===== config.mk =====
export PLATFORM = sky130hd
export DESIGN_NAME = ordered_dither_plane_render_flat
export DESIGN_NICKNAME = d
export VERILOG_FILES = /design/src/hdl/odpr_pkg.sv /design/src/hdl/odpr_if.sv /design/src/hdl/odpr_ctrl.sv /design/src/hdl/odpr_dp.sv /design/src/hdl/ordered_dither_plane_render.sv /design/src/flat_wrapper.sv
export SDC_FILE = /design/constraint.sdc
export NUM_CORES = 1
export LEC_CHECK = 0
export ABC_CLOCK_PERIOD_IN_PS = 3100
export BUFFER_PORTS_ARGS = -buffer_cell sky130_fd_sc_hd__clkbuf_2
export CAP_MARGIN = 10
export CORE_AREA = 2 2 149 151
export CTS_CLUSTER_DIAMETER = 120
export DETAILED_ROUTE_END_ITERATION = 12
export DIE_AREA = 0 0 151 153
export HOLD_SLACK_MARGIN = 0.08
export PLACE_DENSITY = 0.78
export SLEW_MARGIN = 5
export SYNTH_ARGS = -nofsm -noshare
export SYNTH_HDL_FRONTEND = slang
export SYNTH_SLANG_ARGS = --single-unit

===== constraint.sdc =====
create_clock -name clk -period 3.1 [get_ports clk]
set_input_delay 0.155 -clock clk [delete_from_list [all_inputs] [get_ports clk]]
set_output_delay 0.155 -clock clk [all_outputs]
set_load 0.05 [all_outputs]

===== src/hdl/odpr_pkg.sv =====
`timescale 1ns / 1ps
`default_nettype none
package odpr_pkg;

  localparam int unsigned COL_W = 16;
  localparam int unsigned ROW_W = 16;
  localparam int unsigned PIX_W = 8;
  localparam int unsigned REP_W = 7;
  localparam int unsigned CFG_IDX_W = 2;
  localparam int unsigned CFG_DATA_W = 64;

  localparam logic [3:0] THRESH_FLIP = 4'hF;
  localparam logic [7:0] ROW_BIT_TOP = 8'h80;

  typedef enum logic [CFG_IDX_W-1:0] {
    REG_THRESHOLD = 2'd0,
    REG_GREYSCALE = 2'd1,
    REG_DITHER_LO = 2'd2,
    REG_DITHER_HI = 2'd3
  } cfg_reg_t;

  typedef enum logic {
    ST_IDLE,
    ST_EMIT
  } state_t;

  typedef struct packed {
    logic in_ready;
    logic out_valid;
    logic load;
    logic advance;
  } ctrl_cmd_t;

  typedef struct packed {
    logic last;
  } dp_status_t;

  typedef struct packed {
    logic [COL_W-1:0] column;
    logic [7:0]       row_bit;
    logic             set_black;
    logic             set_yellow;
    logic             set_magenta;
    logic             set_cyan;
    logic             last;
  } result_t;

  typedef struct packed {
    logic set_black;
    logic set_yellow;
    logic set_magenta;
    logic set_cyan;
  } planes_t;

  function automatic planes_t plane_decide(
    input logic [3:0]       threshold,
    input logic             greyscale,
    input logic [63:0]      rows_lo,
    input logic [63:0]      rows_hi,
    input logic [1:0]       row_low,
    input logic [1:0]       col_low,
    input logic [PIX_W-1:0] blk,
    input logic [PIX_W-1:0] yel,
    input logic [PIX_W-1:0] mag,
    input logic [PIX_W-1:0] cya
  );
    logic [3:0]  idx;
    logic [63:0] word;
    logic [7:0]  entry;
    planes_t     p;
    idx   = {row_low, col_low};
    word  = idx[3] ? rows_hi : rows_lo;
    entry = word[{idx[2:0], 3'b000} +: 8];
    p     = '0;
    if (threshold != 4'd0) begin
      p.set_black = blk > {4'd0, threshold ^ THRESH_FLIP};
    end else if (greyscale) begin
      p.set_black = blk > entry;
    end else if (blk > entry) begin
      p.set_black = 1'b1;
    end else begin
      p.set_yellow  = yel > entry;
      p.set_magenta = mag > entry;
      p.set_cyan    = cya > entry;
    end
    return p;
  endfunction

endpackage
`default_nettype wire


===== src/hdl/odpr_if.sv =====
`timescale 1ns / 1ps
`default_nettype none
interface odpr_in_if
  import odpr_pkg::*;
();
  logic             valid;
  logic             ready;
  logic             row_start;
  logic [COL_W-1:0] start_x;
  logic [ROW_W-1:0] row;
  logic [PIX_W-1:0] black;
  logic [PIX_W-1:0] yellow;
  logic [PIX_W-1:0] magenta;
  logic [PIX_W-1:0] cyan;
  logic [REP_W-1:0] repeat_req;

  modport source (
    output valid, row_start, start_x, row, black, yellow, magenta, cyan, repeat_req,
    input  ready
  );
  modport sink (
    input  valid, row_start, start_x, row, black, yellow, magenta, cyan, repeat_req,
    output ready
  );
endinterface

interface odpr_out_if
  import odpr_pkg::*;
();
  logic             valid;
  logic             ready;
  logic [COL_W-1:0] column;
  logic [7:0]       row_bit;
  logic             set_black;
  logic             set_yellow;
  logic             set_magenta;
  logic             set_cyan;
  logic             last;

  modport source (
    output valid, column, row_bit, set_black, set_yellow, set_magenta, set_cyan, last,
    input  ready
  );
  modport sink (
    input  valid, column, row_bit, set_black, set_yellow, set_magenta, set_cyan, last,
    output ready
  );
endinterface
`default_nettype wire


===== src/hdl/odpr_ctrl.sv =====
`timescale 1ns / 1ps
`default_nettype none
module odpr_ctrl
  import odpr_pkg::*;
(
  input  wire logic       clk,
  input  wire logic       rst,
  input  wire logic       in_valid,
  input  wire logic       out_ready,
  input  wire dp_status_t status,
  output ctrl_cmd_t       cmd
);

  state_t state;
  state_t state_next;

  always_ff @(posedge clk) begin
    if (rst) begin
      state <= ST_IDLE;
    end else begin
      state <= state_next;
    end
  end

  always_comb begin
    state_next = state;
    unique case (state)
      ST_IDLE: begin
        if (in_valid) begin
          state_next = ST_EMIT;
        end
      end
      ST_EMIT: begin
        if (out_ready && status.last) begin
          state_next = ST_IDLE;
        end
      end
      default: state_next = ST_IDLE;
    endcase
  end

  always_comb begin
    cmd = '0;
    unique case (state)
      ST_IDLE: begin
        cmd.in_ready = 1'b1;
        cmd.load     = in_valid;
      end
      ST_EMIT: begin
        cmd.out_valid = 1'b1;
        cmd.advance   = out_ready;
      end
      default: cmd = '0;
    endcase
  end

endmodule
`default_nettype wire


===== src/hdl/odpr_dp.sv =====
`timescale 1ns / 1ps
`default_nettype none
module odpr_dp
  import odpr_pkg::*;
#(
  parameter int unsigned MAX_REPEAT = 64
) (
  input  wire logic                  clk,
  input  wire logic                  rst,
  input  wire logic                  cfg_we,
  input  wire logic [CFG_IDX_W-1:0]  cfg_index,
  input  wire logic [CFG_DATA_W-1:0] cfg_data,
  input  wire logic                  row_start,
  input  wire logic [COL_W-1:0]      start_x,
  input  wire logic [ROW_W-1:0]      row,
  input  wire logic [PIX_W-1:0]      black,
  input  wire logic [PIX_W-1:0]      yellow,
  input  wire logic [PIX_W-1:0]      magenta,
  input  wire logic [PIX_W-1:0]      cyan,
  input  wire logic [REP_W-1:0]      repeat_req,
  input  wire ctrl_cmd_t             cmd,
  output dp_status_t                 status,
  output result_t                    result
);

  localparam logic [REP_W-1:0] REP_MAX = REP_W'(MAX_REPEAT);

  logic [3:0]       threshold;
  logic             greyscale;
  logic [63:0]      rows_lo;
  logic [63:0]      rows_hi;

  logic [COL_W-1:0] column;
  logic [REP_W-1:0] remain;
  logic [1:0]       row_low;
  logic [PIX_W-1:0] blk;
  logic [PIX_W-1:0] yel;
  logic [PIX_W-1:0] mag;
  logic [PIX_W-1:0] cya;
  logic [7:0]       row_bit;
  planes_t          planes;

  logic [REP_W-1:0] reps;
  logic [COL_W-1:0] load_col;
  logic [COL_W-1:0] step_col;
  planes_t          load_planes;
  planes_t          step_planes;

  always_ff @(posedge clk) begin
    if (rst) begin
      threshold <= '0;
      greyscale <= 1'b0;
      rows_lo   <= '0;
      rows_hi   <= '0;
    end else if (cfg_we) begin
      unique case (cfg_reg_t'(cfg_index))
        REG_THRESHOLD: threshold <= cfg_data[3:0];
        REG_GREYSCALE: greyscale <= cfg_data[0];
        REG_DITHER_LO: rows_lo   <= cfg_data;
        REG_DITHER_HI: rows_hi   <= cfg_data;
        default: ;
      endcase
    end
  end

  always_comb begin
    if (repeat_req == '0) begin
      reps = REP_W'(1);
    end else if (repeat_req > REP_MAX) begin
      reps = REP_MAX;
    end else begin
      reps = repeat_req;
    end
    load_col    = row_start ? start_x : column;
    step_col    = column + COL_W'(1);
    load_planes = plane_decide(threshold, greyscale, rows_lo, rows_hi, row[1:0],
                               load_col[1:0], black, yellow, magenta, cyan);
    step_planes = plane_decide(threshold, greyscale, rows_lo, rows_hi, row_low,
                               step_col[1:0], blk, yel, mag, cya);
  end

  always_ff @(posedge clk) begin
    if (rst) begin
      column <= '0;
    end else if (cmd.load) begin
      column <= load_col;
    end else if (cmd.advance) begin
      column <= step_col;
    end
  end

  always_ff @(posedge clk) begin
    if (cmd.load) begin
      remain  <= reps;
      row_low <= row[1:0];
      blk     <= black;
      yel     <= yellow;
      mag     <= magenta;
      cya     <= cyan;
      row_bit <= ROW_BIT_TOP >> row[2:0];
      planes  <= load_planes;
    end else if (cmd.advance) begin
      remain  <= remain - REP_W'(1);
      planes  <= step_planes;
    end
  end

  assign status.last = (remain == REP_W'(1));

  always_comb begin
    result.column      = column;
    result.row_bit     = row_bit;
    result.set_black   = planes.set_black;
    result.set_yellow  = planes.set_yellow;
    result.set_magenta = planes.set_magenta;
    result.set_cyan    = planes.set_cyan;
    result.last        = status.last;
  end

endmodule
`default_nettype wire


===== src/hdl/ordered_dither_plane_render.sv =====
`timescale 1ns / 1ps
`default_nettype none
// Expands each source pixel into repeat_req printer pixels (0 counts as 1, values above
// MAX_REPEAT saturate) and marks which CMYK planes get the row bit at each column, by
// threshold, greyscale 4x4 ordered dither or colour dither. A source transaction is
// taken only while the controller is idle, then one result is offered per cycle while
// the sink is ready; no new transaction is taken until the last result is accepted.
// The datapath output register holds the offered result while the sink is not ready.
module ordered_dither_plane_render
  import odpr_pkg::*;
#(
  parameter int unsigned MAX_REPEAT = 64
) (
  input  wire logic                  clk,
  input  wire logic                  rst,
  input  wire logic                  cfg_we,
  input  wire logic [CFG_IDX_W-1:0]  cfg_index,
  input  wire logic [CFG_DATA_W-1:0] cfg_data,
  odpr_in_if.sink                    src,
  odpr_out_if.source                 dst
);

  ctrl_cmd_t  cmd;
  dp_status_t status;
  result_t    result;

  odpr_ctrl u_ctrl (
    .clk       (clk),
    .rst       (rst),
    .in_valid  (src.valid),
    .out_ready (dst.ready),
    .status    (status),
    .cmd       (cmd)
  );

  odpr_dp #(
    .MAX_REPEAT (MAX_REPEAT)
  ) u_dp (
    .clk        (clk),
    .rst        (rst),
    .cfg_we     (cfg_we),
    .cfg_index  (cfg_index),
    .cfg_data   (cfg_data),
    .row_start  (src.row_start),
    .start_x    (src.start_x),
    .row        (src.row),
    .black      (src.black),
    .yellow     (src.yellow),
    .magenta    (src.magenta),
    .cyan       (src.cyan),
    .repeat_req (src.repeat_req),
    .cmd        (cmd),
    .status     (status),
    .result     (result)
  );

  assign src.ready       = cmd.in_ready;
  assign dst.valid       = cmd.out_valid;
  assign dst.column      = result.column;
  assign dst.row_bit     = result.row_bit;
  assign dst.set_black   = result.set_black;
  assign dst.set_yellow  = result.set_yellow;
  assign dst.set_magenta = result.set_magenta;
  assign dst.set_cyan    = result.set_cyan;
  assign dst.last        = result.last;

endmodule
`default_nettype wire


===== src/flat_wrapper.sv =====
// flat-port wrapper written by rule: the top's interface ports become plain ports
module ordered_dither_plane_render_flat import odpr_pkg::*;
#(
  parameter int unsigned MAX_REPEAT = 64
)
  (clk, rst, cfg_we, cfg_index, cfg_data, src_valid, src_row_start, src_start_x, src_row, src_black, src_yellow, src_magenta, src_cyan, src_repeat_req, src_ready, dst_valid, dst_column, dst_row_bit, dst_set_black, dst_set_yellow, dst_set_magenta, dst_set_cyan, dst_last, dst_ready);
  odpr_in_if src_i ();
  odpr_out_if dst_i ();
  input  wire logic clk;
  input  wire logic rst;
  input  wire logic cfg_we;
  input  wire logic [CFG_IDX_W-1:0] cfg_index;
  input  wire logic [CFG_DATA_W-1:0] cfg_data;
  input wire logic [$bits(src_i.valid)-1:0] src_valid;
  input wire logic [$bits(src_i.row_start)-1:0] src_row_start;
  input wire logic [$bits(src_i.start_x)-1:0] src_start_x;
  input wire logic [$bits(src_i.row)-1:0] src_row;
  input wire logic [$bits(src_i.black)-1:0] src_black;
  input wire logic [$bits(src_i.yellow)-1:0] src_yellow;
  input wire logic [$bits(src_i.magenta)-1:0] src_magenta;
  input wire logic [$bits(src_i.cyan)-1:0] src_cyan;
  input wire logic [$bits(src_i.repeat_req)-1:0] src_repeat_req;
  output wire logic [$bits(src_i.ready)-1:0] src_ready;
  output wire logic [$bits(dst_i.valid)-1:0] dst_valid;
  output wire logic [$bits(dst_i.column)-1:0] dst_column;
  output wire logic [$bits(dst_i.row_bit)-1:0] dst_row_bit;
  output wire logic [$bits(dst_i.set_black)-1:0] dst_set_black;
  output wire logic [$bits(dst_i.set_yellow)-1:0] dst_set_yellow;
  output wire logic [$bits(dst_i.set_magenta)-1:0] dst_set_magenta;
  output wire logic [$bits(dst_i.set_cyan)-1:0] dst_set_cyan;
  output wire logic [$bits(dst_i.last)-1:0] dst_last;
  input wire logic [$bits(dst_i.ready)-1:0] dst_ready;
  assign src_i.valid = src_valid;
  assign src_i.row_start = src_row_start;
  assign src_i.start_x = src_start_x;
  assign src_i.row = src_row;
  assign src_i.black = src_black;
  assign src_i.yellow = src_yellow;
  assign src_i.magenta = src_magenta;
  assign src_i.cyan = src_cyan;
  assign src_i.repeat_req = src_repeat_req;
  assign src_ready = src_i.ready;
  assign dst_valid = dst_i.valid;
  assign dst_column = dst_i.column;
  assign dst_row_bit = dst_i.row_bit;
  assign dst_set_black = dst_i.set_black;
  assign dst_set_yellow = dst_i.set_yellow;
  assign dst_set_magenta = dst_i.set_magenta;
  assign dst_set_cyan = dst_i.set_cyan;
  assign dst_last = dst_i.last;
  assign dst_i.ready = dst_ready;
  ordered_dither_plane_render #(.MAX_REPEAT(MAX_REPEAT)) u_core (.clk(clk), .rst(rst), .cfg_we(cfg_we), .cfg_index(cfg_index), .cfg_data(cfg_data), .src(src_i), .dst(dst_i));
endmodule

Word level (Yosys, flattened, before mapping)
Index checks and enable logic that the tools add are counted.

word-level totals
  register bits = 203
  input port bits = 143
  output and inout port bits = 31
  logic and storage cells = 81

cells by class
  add/subtract/negate cells = 2
  order comparisons = 11
  equality and inequality tests = 5
  shift operators = 3
  mux-type cells = 30
  bitwise gates (word level) = 2
  reductions and logical operators = 10

operators by type and width
  kind                                                                count
  64-bit 2-to-1 mux                                                   2
  64-bit by 7-bit variable part select with 8-bit output              2
  8-bit > comparator                                                  8
  16-bit 2-to-1 mux                                                   3
  7-bit 2-to-1 mux                                                    4
  3-bit 2-to-1 mux                                                    6
  16-bit by 1-bit adder with 16-bit output, second input constant     1
  8-bit by 4-bit > comparator with 1-bit output                       2
  1-bit 2-to-1 mux                                                    12
  2-bit AND reduction                                                 5
  4-bit 2-to-1 mux                                                    2
  8-bit by 3-bit >> shifter with 8-bit output, first input constant   1
  7-bit by 1-bit == test with 1-bit output, second input constant     1
  7-bit > comparator, second input constant                           1
  7-bit zero test                                                     1
  7-bit by 1-bit subtractor with 7-bit output, second input constant  1
  2-bit == test, second input constant                                2
  4-bit NOT                                                           1
  4-bit nonzero test                                                  1
  2-bit by 1-bit == test with 1-bit output, second input constant     1
  2-bit zero test                                                     1
  2-bit != test, second input constant                                1
  1-bit case mux with 2 select lines                                  1
  2-bit nonzero test                                                  1
  other kinds (2)                                                     2

Logic depth before layout (Yosys ltp)
Gate-level depths: netlist (run 1).

  word-level depth = 8
  depth in mapped cells = 14
  depth with buffers taken out = 11

Hierarchy
Synthesis (run 1) repeated with hierarchy kept, for this count alone.

unflattened totals
  cells, all modules = 1125
  area total of the unflattened synthesis = 10998.0 sq um

by module, submodules not included
  module     instances  cells each  area each (sq um)  sequential area each (sq um)
  odpr_dp    1          1118        10938.0            4574.4
  odpr_ctrl  1          7           60.1               20.0

Least setup slack after synthesis (run 1)
Ideal clock, no wire load.

  path type = reg-to-reg
  start point = reg u_core.u_dp.column[0]
  end point = reg u_core.u_dp.planes (netlist bit u_core.u_dp.result[2]), data pin
  library setup time = 146 ps
  data arrival time = 3480 ps
  data required time = 2954 ps
  path slack = -526 ps
  cell stages (with the launch flop) = 14
  path buffers = 3
  period minus slack after synthesis = 3626 ps
  path through = dfxtp_1 buf_4 buf_2 buf_2 mux4_2 mux4_2 inv_1 ha_1 nor2b_1 o211ai_1 a21o_1 a31oi_1 or3_1 a21oi_1

on the way
  word-level cells in the longest chain between the ends = 8
  elaborated cells on any way between the ends = 16
  those cells by class = add/sub (1); order compare (4); shift (2); mux (9)

RTL lines
  element                                                 RTL line                        text
  start: declaration                                      odpr_dp.sv:33                   logic [COL_W-1:0] column;
  start signal: assignment                                odpr_dp.sv:86                   column <= load_col;
  start signal: assignment                                odpr_dp.sv:88                   column <= step_col;
  16-bit by 1-bit adder with 16-bit output                odpr_dp.sv:75                   step_col = column + COL_W'(1);
  64-bit by 7-bit variable part select with 8-bit output  odpr_pkg.sv:73                  entry = word[{idx[2:0], 3'b000} +: 8];
  8-bit > comparator, on equally long branches            odpr_pkg.sv:83, odpr_pkg.sv:79
  3-bit 2-to-1 mux                                        odpr_pkg.sv:79                  end else if (blk > entry) begin
  3-bit 2-to-1 mux                                        odpr_pkg.sv:77                  end else if (greyscale) begin
  3-bit 2-to-1 mux                                        odpr_pkg.sv:75                  if (threshold != 4'd0) begin
  4-bit 2-to-1 mux                                        odpr_dp.sv:102                  end else if (cmd.advance) begin
  4-bit 2-to-1 mux *                                      odpr_dp.sv:93                   if (cmd.load) begin
  end signal: assignment                                  odpr_dp.sv:101                  planes <= load_planes;
  end signal: assignment                                  odpr_dp.sv:104                  planes <= step_planes;
  end: declaration                                        odpr_dp.sv:41                   planes_t planes;

Mark *: on every way between the ends. The rest lies on a longest branch, timed or not. The select of a mux whose other input is x is not followed.
A chain may end at the register's enable or synchronous reset.

Worst setup path after layout (run 1)
  start point = reg u_core.u_dp.column[0]
  end point = reg u_core.u_dp.planes (netlist bit u_core.u_dp.result[4]), data pin

on the way
  word-level cells in the longest chain between the ends = 8
  elaborated cells on any way between the ends = 14
  those cells by class = add/sub (1); order compare (2); shift (2); mux (9)

RTL lines
  element                                                 RTL line
  16-bit by 1-bit adder with 16-bit output                odpr_dp.sv:75
  64-bit by 7-bit variable part select with 8-bit output  odpr_pkg.sv:73
  8-bit > comparator                                      odpr_pkg.sv:78, odpr_pkg.sv:79
  1-bit 2-to-1 mux                                        odpr_pkg.sv:79
  1-bit 2-to-1 mux                                        odpr_pkg.sv:77
  1-bit 2-to-1 mux                                        odpr_pkg.sv:75
  4-bit 2-to-1 mux                                        odpr_dp.sv:102
  4-bit 2-to-1 mux *                                      odpr_dp.sv:93

Marked as above.

==> key figures, run 1 <==
Global routing
  • Antenna violations before repair: 1
  • GRT Residual Overflow: 0
  • Wire length of the first global-routing pass: 57200 um
  • Pin count of the biggest net entering global routing: 76
  • Vias in the first global route: between 10000 and 15000
  • Overall track demand over capacity in global routing: 0.316

Setup path
  • Crit path from: u_core.u_dp.column[0]
  • Startpoint Class: flop
  • Worst R2R Start: u_core.u_dp.column[0]
  • Buffer and inverter count on the worst path: 4
  • Slowest cell delay on critical path: 0.51 ns
  • Worst endpoint required time: 3.33 ns
  • Most used cell, CP: buf_6
  • WP data arrival: 3.58 ns
  • Worst Path Class, Setup: reg2reg
  • Length in cells of the worst reg-to-reg path: 14
  • Crit-path max FO: 5
  • Crit. End Element: flop
  • Cell type group with the largest total delay on the critical path: compound AO/OA/AOI/OAI gates
  • Master of the slowest instance on the critical path: mux4_2
  • Cell-by-cell listing of the critical path: mux2i_4 > buf_6 > clkbuf_16 > mux4_2 > a22o_1 > a221oi_4 > buf_6 > buf_4 > ha_1 > nand4_1 > a21oi_1 > o22ai_2 > a211o_1 > o31ai_1
  • Critical path depth: 14

Detailed routing
  • Number of routed nets with antenna violations: 0
  • Top sig layer: met4
  • Total Routed Length: 37100 um
  • Wire length on met2: 17700 um
  • Post-detailed-route DRC marker count: 0
  • Metal1 wirelength: 13900 um
  • Average detailed-routed wire length per instance: 21.3 um
  • Sum of met3 wire segment lengths after detailed routing: 3700 um
  • Drt first pass iters: 6
  • Starting DRT DRC Count: 1235
  • Total via count after detailed routing: 10756
  • Detailed-route vias per instance: between 6 and 7

Synth
  • Synthesized cell area: 11100 sq um
  • Count of flip-flops with a built-in enable after synthesis: 53
  • Largest area contributor in the netlist: dfxtp_1
  • Synthesized area divided by synthesized cell count: a little under 10 sq um
  • Number of standard cells after synthesis: 1120
  • Area fraction of the dominant cell type after synthesis: 0.271
  • Async set-reset flop share out of synthesis: 0
  • Synth cell types: 47
  • Register bit total from synthesis: 203
  • Nets in the synthesized netlist: 1338
  • Total of warnings raised by yosys: 0
  • Synth Flop Type: dfxtp_1
  • Proportion of synthesized chip area in sequential cells: 0.415
  • Main area contributors after synthesis: dfxtp_1, edfxtp_1, mux4_2

Placement
  • Placed Cells incl. Taps: 1569
  • Total of buffers placed on input and output ports: 160
  • Routability congestion estimate from global placement: 0.921
  • Post-detail-place hpwl: 24500 um
  • Placement-stage worst setup slack: -0.255 ns

STA
  • Clock Skew: approximately 0.02 ns
  • Post-layout min period: roughly 3.4 ns
  • Worst Max-Slew Pin Slew: ~0.86 ns
  • Final slew viol count: 0
  • Minimum setup slack in the final design: -0.251 ns
  • Post-route worst hold slack: 0.0996 ns
  • Final number of hold-violating endpoints: 0
  • Relative slew margins: 0.427
  • Fmax: 298 MHz
  • Final TNS setup: -0.869 ns
  • Setup repair after global routing missed its margin: true
  • Share of the clock period used by the worst path after layout: 1.08
  • Setup violation total in the final timing report: 4

Floorplan
  • Height of the die: 153 um
  • Die area: 23100 sq um
  • Die X-Extent: approximately 150 um
  • I/O Pins: 174
  • Standard-cell row count: 54
  • Core region area: 21500 sq um
  • Initial Utilization: 0.515

Pwr
  • Leak: 5.85 nW
  • Power density cells: 481 nW/um^2
  • Peak ir drop on the vdd network: 0.422 mV

Min path
  • Min-Delay Path Depth: 3
  • Hold Path Class: in2reg
  • Source of the worst hold timing path: src_repeat_req[6]

Clock tree
  • Total number of clock tree sinks: roughly 200
  • # H-tree levels: 1
  • Post-CTS clock slew at the launch and capture registers of the worst setup and hold paths: around 0.06 ns
  • Skew-Pair Late Insertion Delay: around 0.52 ns
  • Clock tree from TritonCTS: yes
  • TritonCTS buffer count: 23
  • Clock tree root buffer cell: clkbuf_16
  • CTS Buffer Depth: 3

Status
  • Run status: finished with violations
  • Failing checks: negative setup slack

Layout
  • Number of cells in the finished layout apart from fillers: around 1700
  • Multi-input combinational cell area: a little over 6000 sq um
  • Net count of the finished layout: 1664
  • Growth of design area from synthesis to finish: 34.5%
  • Area taken by flip-flops and latches: 4600 sq um
  • Layout cell share with drive strength beyond 1: 0.260
  • Filler cells: 1519

Flow run
  • Number of max-capacitance violations reported: 0
==> what timing repair did <==
item | 4_1_cts | 5_1_grt
pin swaps | 2 | 20
setup buffers | 3 | 5
endpoints found under the hold margin | 196 | 0
setup endpoints to repair | 4 | 4
gates cloned | 2 | 1
hold buffers | 121 | 0
resized for setup | 8 | 25
==> layer usage <==
metal  track usage  vias to the layer above
li1              -                     4765
met1         0.414                     5159
met2         0.524                      686
met3        0.0496                      146
met4         0.128                        0
met5             0                        -
==> cells by family after synthesis <==
logic type	share of synthesized area
AND/OR/NAND/NOR	0.158
AO/OA/AOI/OAI	0.134
flip-flops	0.415
buffers and inverters	0.0370
multiplexers	0.167
adder cells (fa/ha/maj)	0.0848
XOR/XNOR	0.00475
==> area by class of cell <==
| cell class | count | share of cell area |
|---|---|---|
| Multi-Input combinational cell | 822 | 0.416 |
| Sequential cell | 203 | 0.309 |
| Tap cell | 280 | 0.0235 |
| Timing Repair Buffer | 371 | 0.193 |
| Clock buffer | 36 | 0.0502 |
| Clock inverter | 6 | 0.00261 |
| Antenna cell | 1 | 0.000168 |
| Inverter | 25 | 0.00631 |
==> synth_stat cells (all sizes together), types with 13 or more instances <==
cell type / number
a21oi: 173
buf: 19
clkbuf: 51
dfxtp: 150
edfxtp: 53
ha: 75
inv: 25
mux4: 72
nand2: 277
nand4: 22
nor2: 29
nor2b: 13
o21ai: 22
==> path summary, 6_finish.rpt <==
check	endpoint	slack (ns)
worst min register to register	u_core.u_dp.rows_hi[46]	0.47
worst max-delay path	u_core.u_dp.result[4]	-0.25
worst min-delay path	u_core.u_dp.remain[2]	0.1
worst max register to register	u_core.u_dp.result[4]	-0.25
==> per-stage QoR <==
stage	util	power [mW]	instance area (sq um)
floorplan	-	3.74	11100
global placement	0.588	4.16	12600
detailed placement	0.588	4.20	12600
CTS	0.685	7.09	14700
global route	0.693	7.40	14900
finish	0.693	7.16	14900
==> registers in the layout (all words and copies together), names as in the netlist <==
| name | flops |
|---|---|
| u_core.u_dp.cya | 8 |
| u_core.u_dp.threshold | 4 |
| u_core.u_ctrl.state | 1 |
| u_core.u_dp.result | 4 |
| u_core.u_dp.blk | 8 |
| u_core.u_dp.rows_lo | 64 |
| u_core.u_dp.rows_hi | 64 |
| u_core.u_dp.greyscale | 1 |
| u_core.u_dp.column | 16 |
| u_core.u_dp.row_bit | 8 |
| u_core.u_dp.row_low | 2 |
| u_core.u_dp.yel | 8 |
| u_core.u_dp.remain | 7 |
| u_core.u_dp.mag | 8 |
==> layout by cell type, fill, tap and decap left out, types with 9 or more instances in the layout <==
cell type | Yosys | routed
nand2_1 | 277 | 277
a21oi_1 | 173 | 171
clkbuf_2 | 0 | 159
dfxtp_1 | 150 | 149
dlygate4sd3_1 | 0 | 121
buf_4 | 2 | 75
ha_1 | 75 | 69
mux4_2 | 48 | 59
edfxtp_1 | 53 | 53
nor2_1 | 29 | 28
clkbuf_16 | 0 | 26
inv_1 | 25 | 23
nand4_1 | 22 | 22
o21ai_0 | 22 | 21
mux4_1 | 24 | 13
nor2b_1 | 13 | 12
nand3_1 | 12 | 11
mux2i_1 | 11 | 10
o211ai_1 | 9 | 9
==> report_power, final <==
part / internal (mW) / switching, mW
Combinational: 0.653 / 0.751
Clock: 1.66 / 1.12
Sequential: 2.86 / 0.116
Total: 5.18 / 1.99
==> worst min-delay path: cells and delay by family <==
family | cells | cell delay [ns]
AO/OA/AOI/OAI | 1 | 0.06
buffers and inverters | 1 | 0.12
AND/OR/NAND/NOR | 1 | 0.15
(Power assumes the default switching activity.)
==> run 2, diff against run 1 <==
- CTS_BUF_LIST: not set -> sky130_fd_sc_hd__clkbuf_8 sky130_fd_sc_hd__clkbuf_16
- SKIP_LAST_GASP: not set -> 1
==> key figures, run 2 (same netlist as run 1, synthesis figures left out) <==
Status
  • Run status: finished with violations
  • Failing checks: negative setup slack

Clock tree
  • Skew-Pair Late Insertion Delay: around 0.52 ns
  • TritonCTS buffer count: 23
  • Total number of clock tree sinks: roughly 200
  • # H-tree levels: 1
  • Clock tree root buffer cell: clkbuf_16
  • Clock tree from TritonCTS: yes
  • Post-CTS clock slew at the launch and capture registers of the worst setup and hold paths: 0.06 ns
  • CTS Buffer Depth: 3

Flow run
  • Number of max-capacitance violations reported: 0

Global routing
  • Vias in the first global route: 10691
  • GRT Residual Overflow: 0
  • Overall track demand over capacity in global routing: 0.316
  • Wire length of the first global-routing pass: 57200 um
  • Pin count of the biggest net entering global routing: 76
  • Antenna violations before repair: 1

STA
  • Minimum setup slack in the final design: -0.189 ns
  • Setup violation total in the final timing report: 4
  • Post-layout min period: 3.29 ns
  • Share of the clock period used by the worst path after layout: 1.06
  • Final number of hold-violating endpoints: 0
  • Setup repair after global routing missed its margin: true
  • Relative slew margins: 0.427
  • Fmax: 304 MHz
  • Final slew viol count: 0
  • Clock Skew: 0.0202 ns
  • Worst Max-Slew Pin Slew: 0.858 ns
  • Final TNS setup: -0.694 ns

Pwr
  • Leak: 5.87 nW
  • Internal power: approximately 5.1 mW
  • Proportion of power drawn by flip-flops and latches: 0.419
  • Power share of the clock group: 0.390
  • Switching power share of the total: 0.277
  • Peak ir drop on the vdd network: 0.426 mV
  • Power density cells: slightly below 500 nW/um^2
  • Combinational group share of total power: 0.191
  • Switching component of the power: 1.97 mW

Floorplan
  • Die X-Extent: 151 um
  • Core region area: approximately 21000 sq um
  • Initial Utilization: 0.515
  • Die area: 23100 sq um
  • Standard-cell row count: 54
  • Height of the die: 153 um
  • I/O Pins: between 150 and 200

Setup path
  • Worst-case register-to-register setup slack: -0.19 ns
  • Crit. End Element: flop
  • Cell type group with the largest total delay on the critical path: compound AO/OA/AOI/OAI gates
  • Cell-by-cell listing of the critical path: mux2i_4 > buf_4 > buf_16 > mux4_1 > a22o_1 > a221oi_2 > buf_4 > ha_1 > o211ai_1 > a21oi_1 > or3_1 > o2111ai_1 > o31ai_1
  • Most used cell, CP: buf_4
  • Worst endpoint required time: 3.35 ns
  • WP data arrival: between 3 and 4 ns
  • Length in cells of the worst reg-to-reg path: 13
  • Worst R2R Start: u_core.u_dp.column[0]
  • Critical register-to-register path endpoint: u_core.u_dp.result[1]
  • Crit-path max FO: 10
  • Worst Path Class, Setup: reg2reg
  • Buffer and inverter count on the worst path: 3
  • Master of the slowest instance on the critical path: mux4_1
  • Slowest cell delay on critical path: ~0.56 ns
  • Startpoint Class: flop

Min path
  • Hold worst-path end: u_core.u_dp.remain[2]
  • Hold Path Class: in2reg
  • Min-Delay Path Depth: 3
  • Source of the worst hold timing path: src_repeat_req[6]

Detailed routing
  • Drt first pass iters: 7
  • Detailed-route vias per instance: ~6
  • Starting DRT DRC Count: about 1100
  • Post-detailed-route DRC marker count: 0
  • Total via count after detailed routing: 10663
  • Number of routed nets with antenna violations: 0
  • Total Routed Length: 36600 um
  • Average detailed-routed wire length per instance: 21.1 um

Layout
  • Most frequent standard cell in the layout excluding fill and tap cells: nand2_1
  • Layout cell share with drive strength beyond 1: 0.245
  • Net count of the finished layout: approximately 1700
  • Highest-count cells in the layout ignoring fill and taps: nand2_1, a21oi_1, clkbuf_2, dfxtp_1, dlygate4sd3_1
  • Registers with the highest flip-flop counts: u_core.u_dp.rows_hi: 64 flops, u_core.u_dp.rows_lo: 64 flops, u_core.u_dp.column: 16 flops
  • Final cell area excluding filler cells: 14700 sq um
  • Number of cells in the finished layout apart from fillers: 1739
  • Growth of design area from synthesis to finish: 33.1%

Placement
  • Cell area after placement: around 13000 sq um
  • Placement-stage worst setup slack: -0.255 ns
  • Routability congestion estimate from global placement: a little over 0.9
  • Total of buffers placed on input and output ports: 160
  • Placed Cells incl. Taps: 1569
  • Post-detail-place hpwl: 24500 um
## run 2: power by group through the flow
stage	sequential, mW	clock (mW)	combinational, mW
2_1_floorplan	3.08	0	0.654
3_3_place_gp	3.02	0	1.14
3_5_place_dp	3.03	0	1.17
4_1_cts	2.97	2.78	1.33
5_1_grt	2.99	2.89	1.47
6_report	2.98	2.77	1.36
## run 2: area by class of cell
type	instances	area (sq um)
fillers	1545	6760
inverters	25	93.8
repair buffers	366	2790
well taps	280	350
diodes	1	2.50
flip-flops and latches	203	4600
clock buffers	33	736
clock inverters	9	50.0
multi-input cells	822	6110
## run 2: worst register-to-register path, stage by stage (launching register included)
cell	delay, ns
dfxtp_4	0.35
mux2i_4	0.18
buf_4	0.19
buf_16	0.14
mux4_1	0.56
a22o_1	0.25
a221oi_2	0.19
buf_4	0.19
ha_1	0.25
o211ai_1	0.10
a21oi_1	0.08
or3_1	0.32
o2111ai_1	0.12
o31ai_1	0.10
## run 2: repair_timing
action | in CTS | in global routing
gates cloned | 2 | 0
buffers inserted | 3 | 1
gates resized for setup | 7 | 0
endpoints found under the hold margin | 196 | 0
endpoints found under the setup margin | 4 | 4
pin swaps | 2 | 1
hold buffers | 121 | 0
## run 2: worst max path at each step
stage                                      from                    end  slack (ns)  depth (start not counted)
after floorplan           u_core.u_dp.column[1]  u_core.u_dp.result[2]       -0.29                         11
after global placement            src_row_start  u_core.u_dp.result[1]       -0.23                         12
after detailed placement          src_row_start  u_core.u_dp.result[2]       -0.26                         14
after CTS                 u_core.u_dp.column[0]  u_core.u_dp.result[2]       -0.15                         12
after global routing      u_core.u_dp.column[0]  u_core.u_dp.result[4]       -0.34                         12
final                     u_core.u_dp.column[0]  u_core.u_dp.result[1]       -0.19                         13
## run 2: through the flow
stage                     power (mW)   util  hold slack (ns)
after floorplan                 3.74      -            0.254
final                           7.11  0.685            0.103
after global placement          4.16  0.588            0.356
after global routing            7.35  0.685            0.119
after CTS                       7.08  0.685           0.0806
after detailed placement        4.20  0.588            0.362
## run 2: per-layer routing
| metal | track usage | vias to the layer above | wire length, um |
|---|---|---|---|
| met2 | 0.524 | 685 | 17500 |
| met4 | 0.128 | 0 | 1690 |
| met1 | 0.414 | 5073 | 13700 |
| li1 | - | 4767 | - |
| met5 | 0 | - | 0 |
| met3 | 0.0496 | 138 | 3720 |
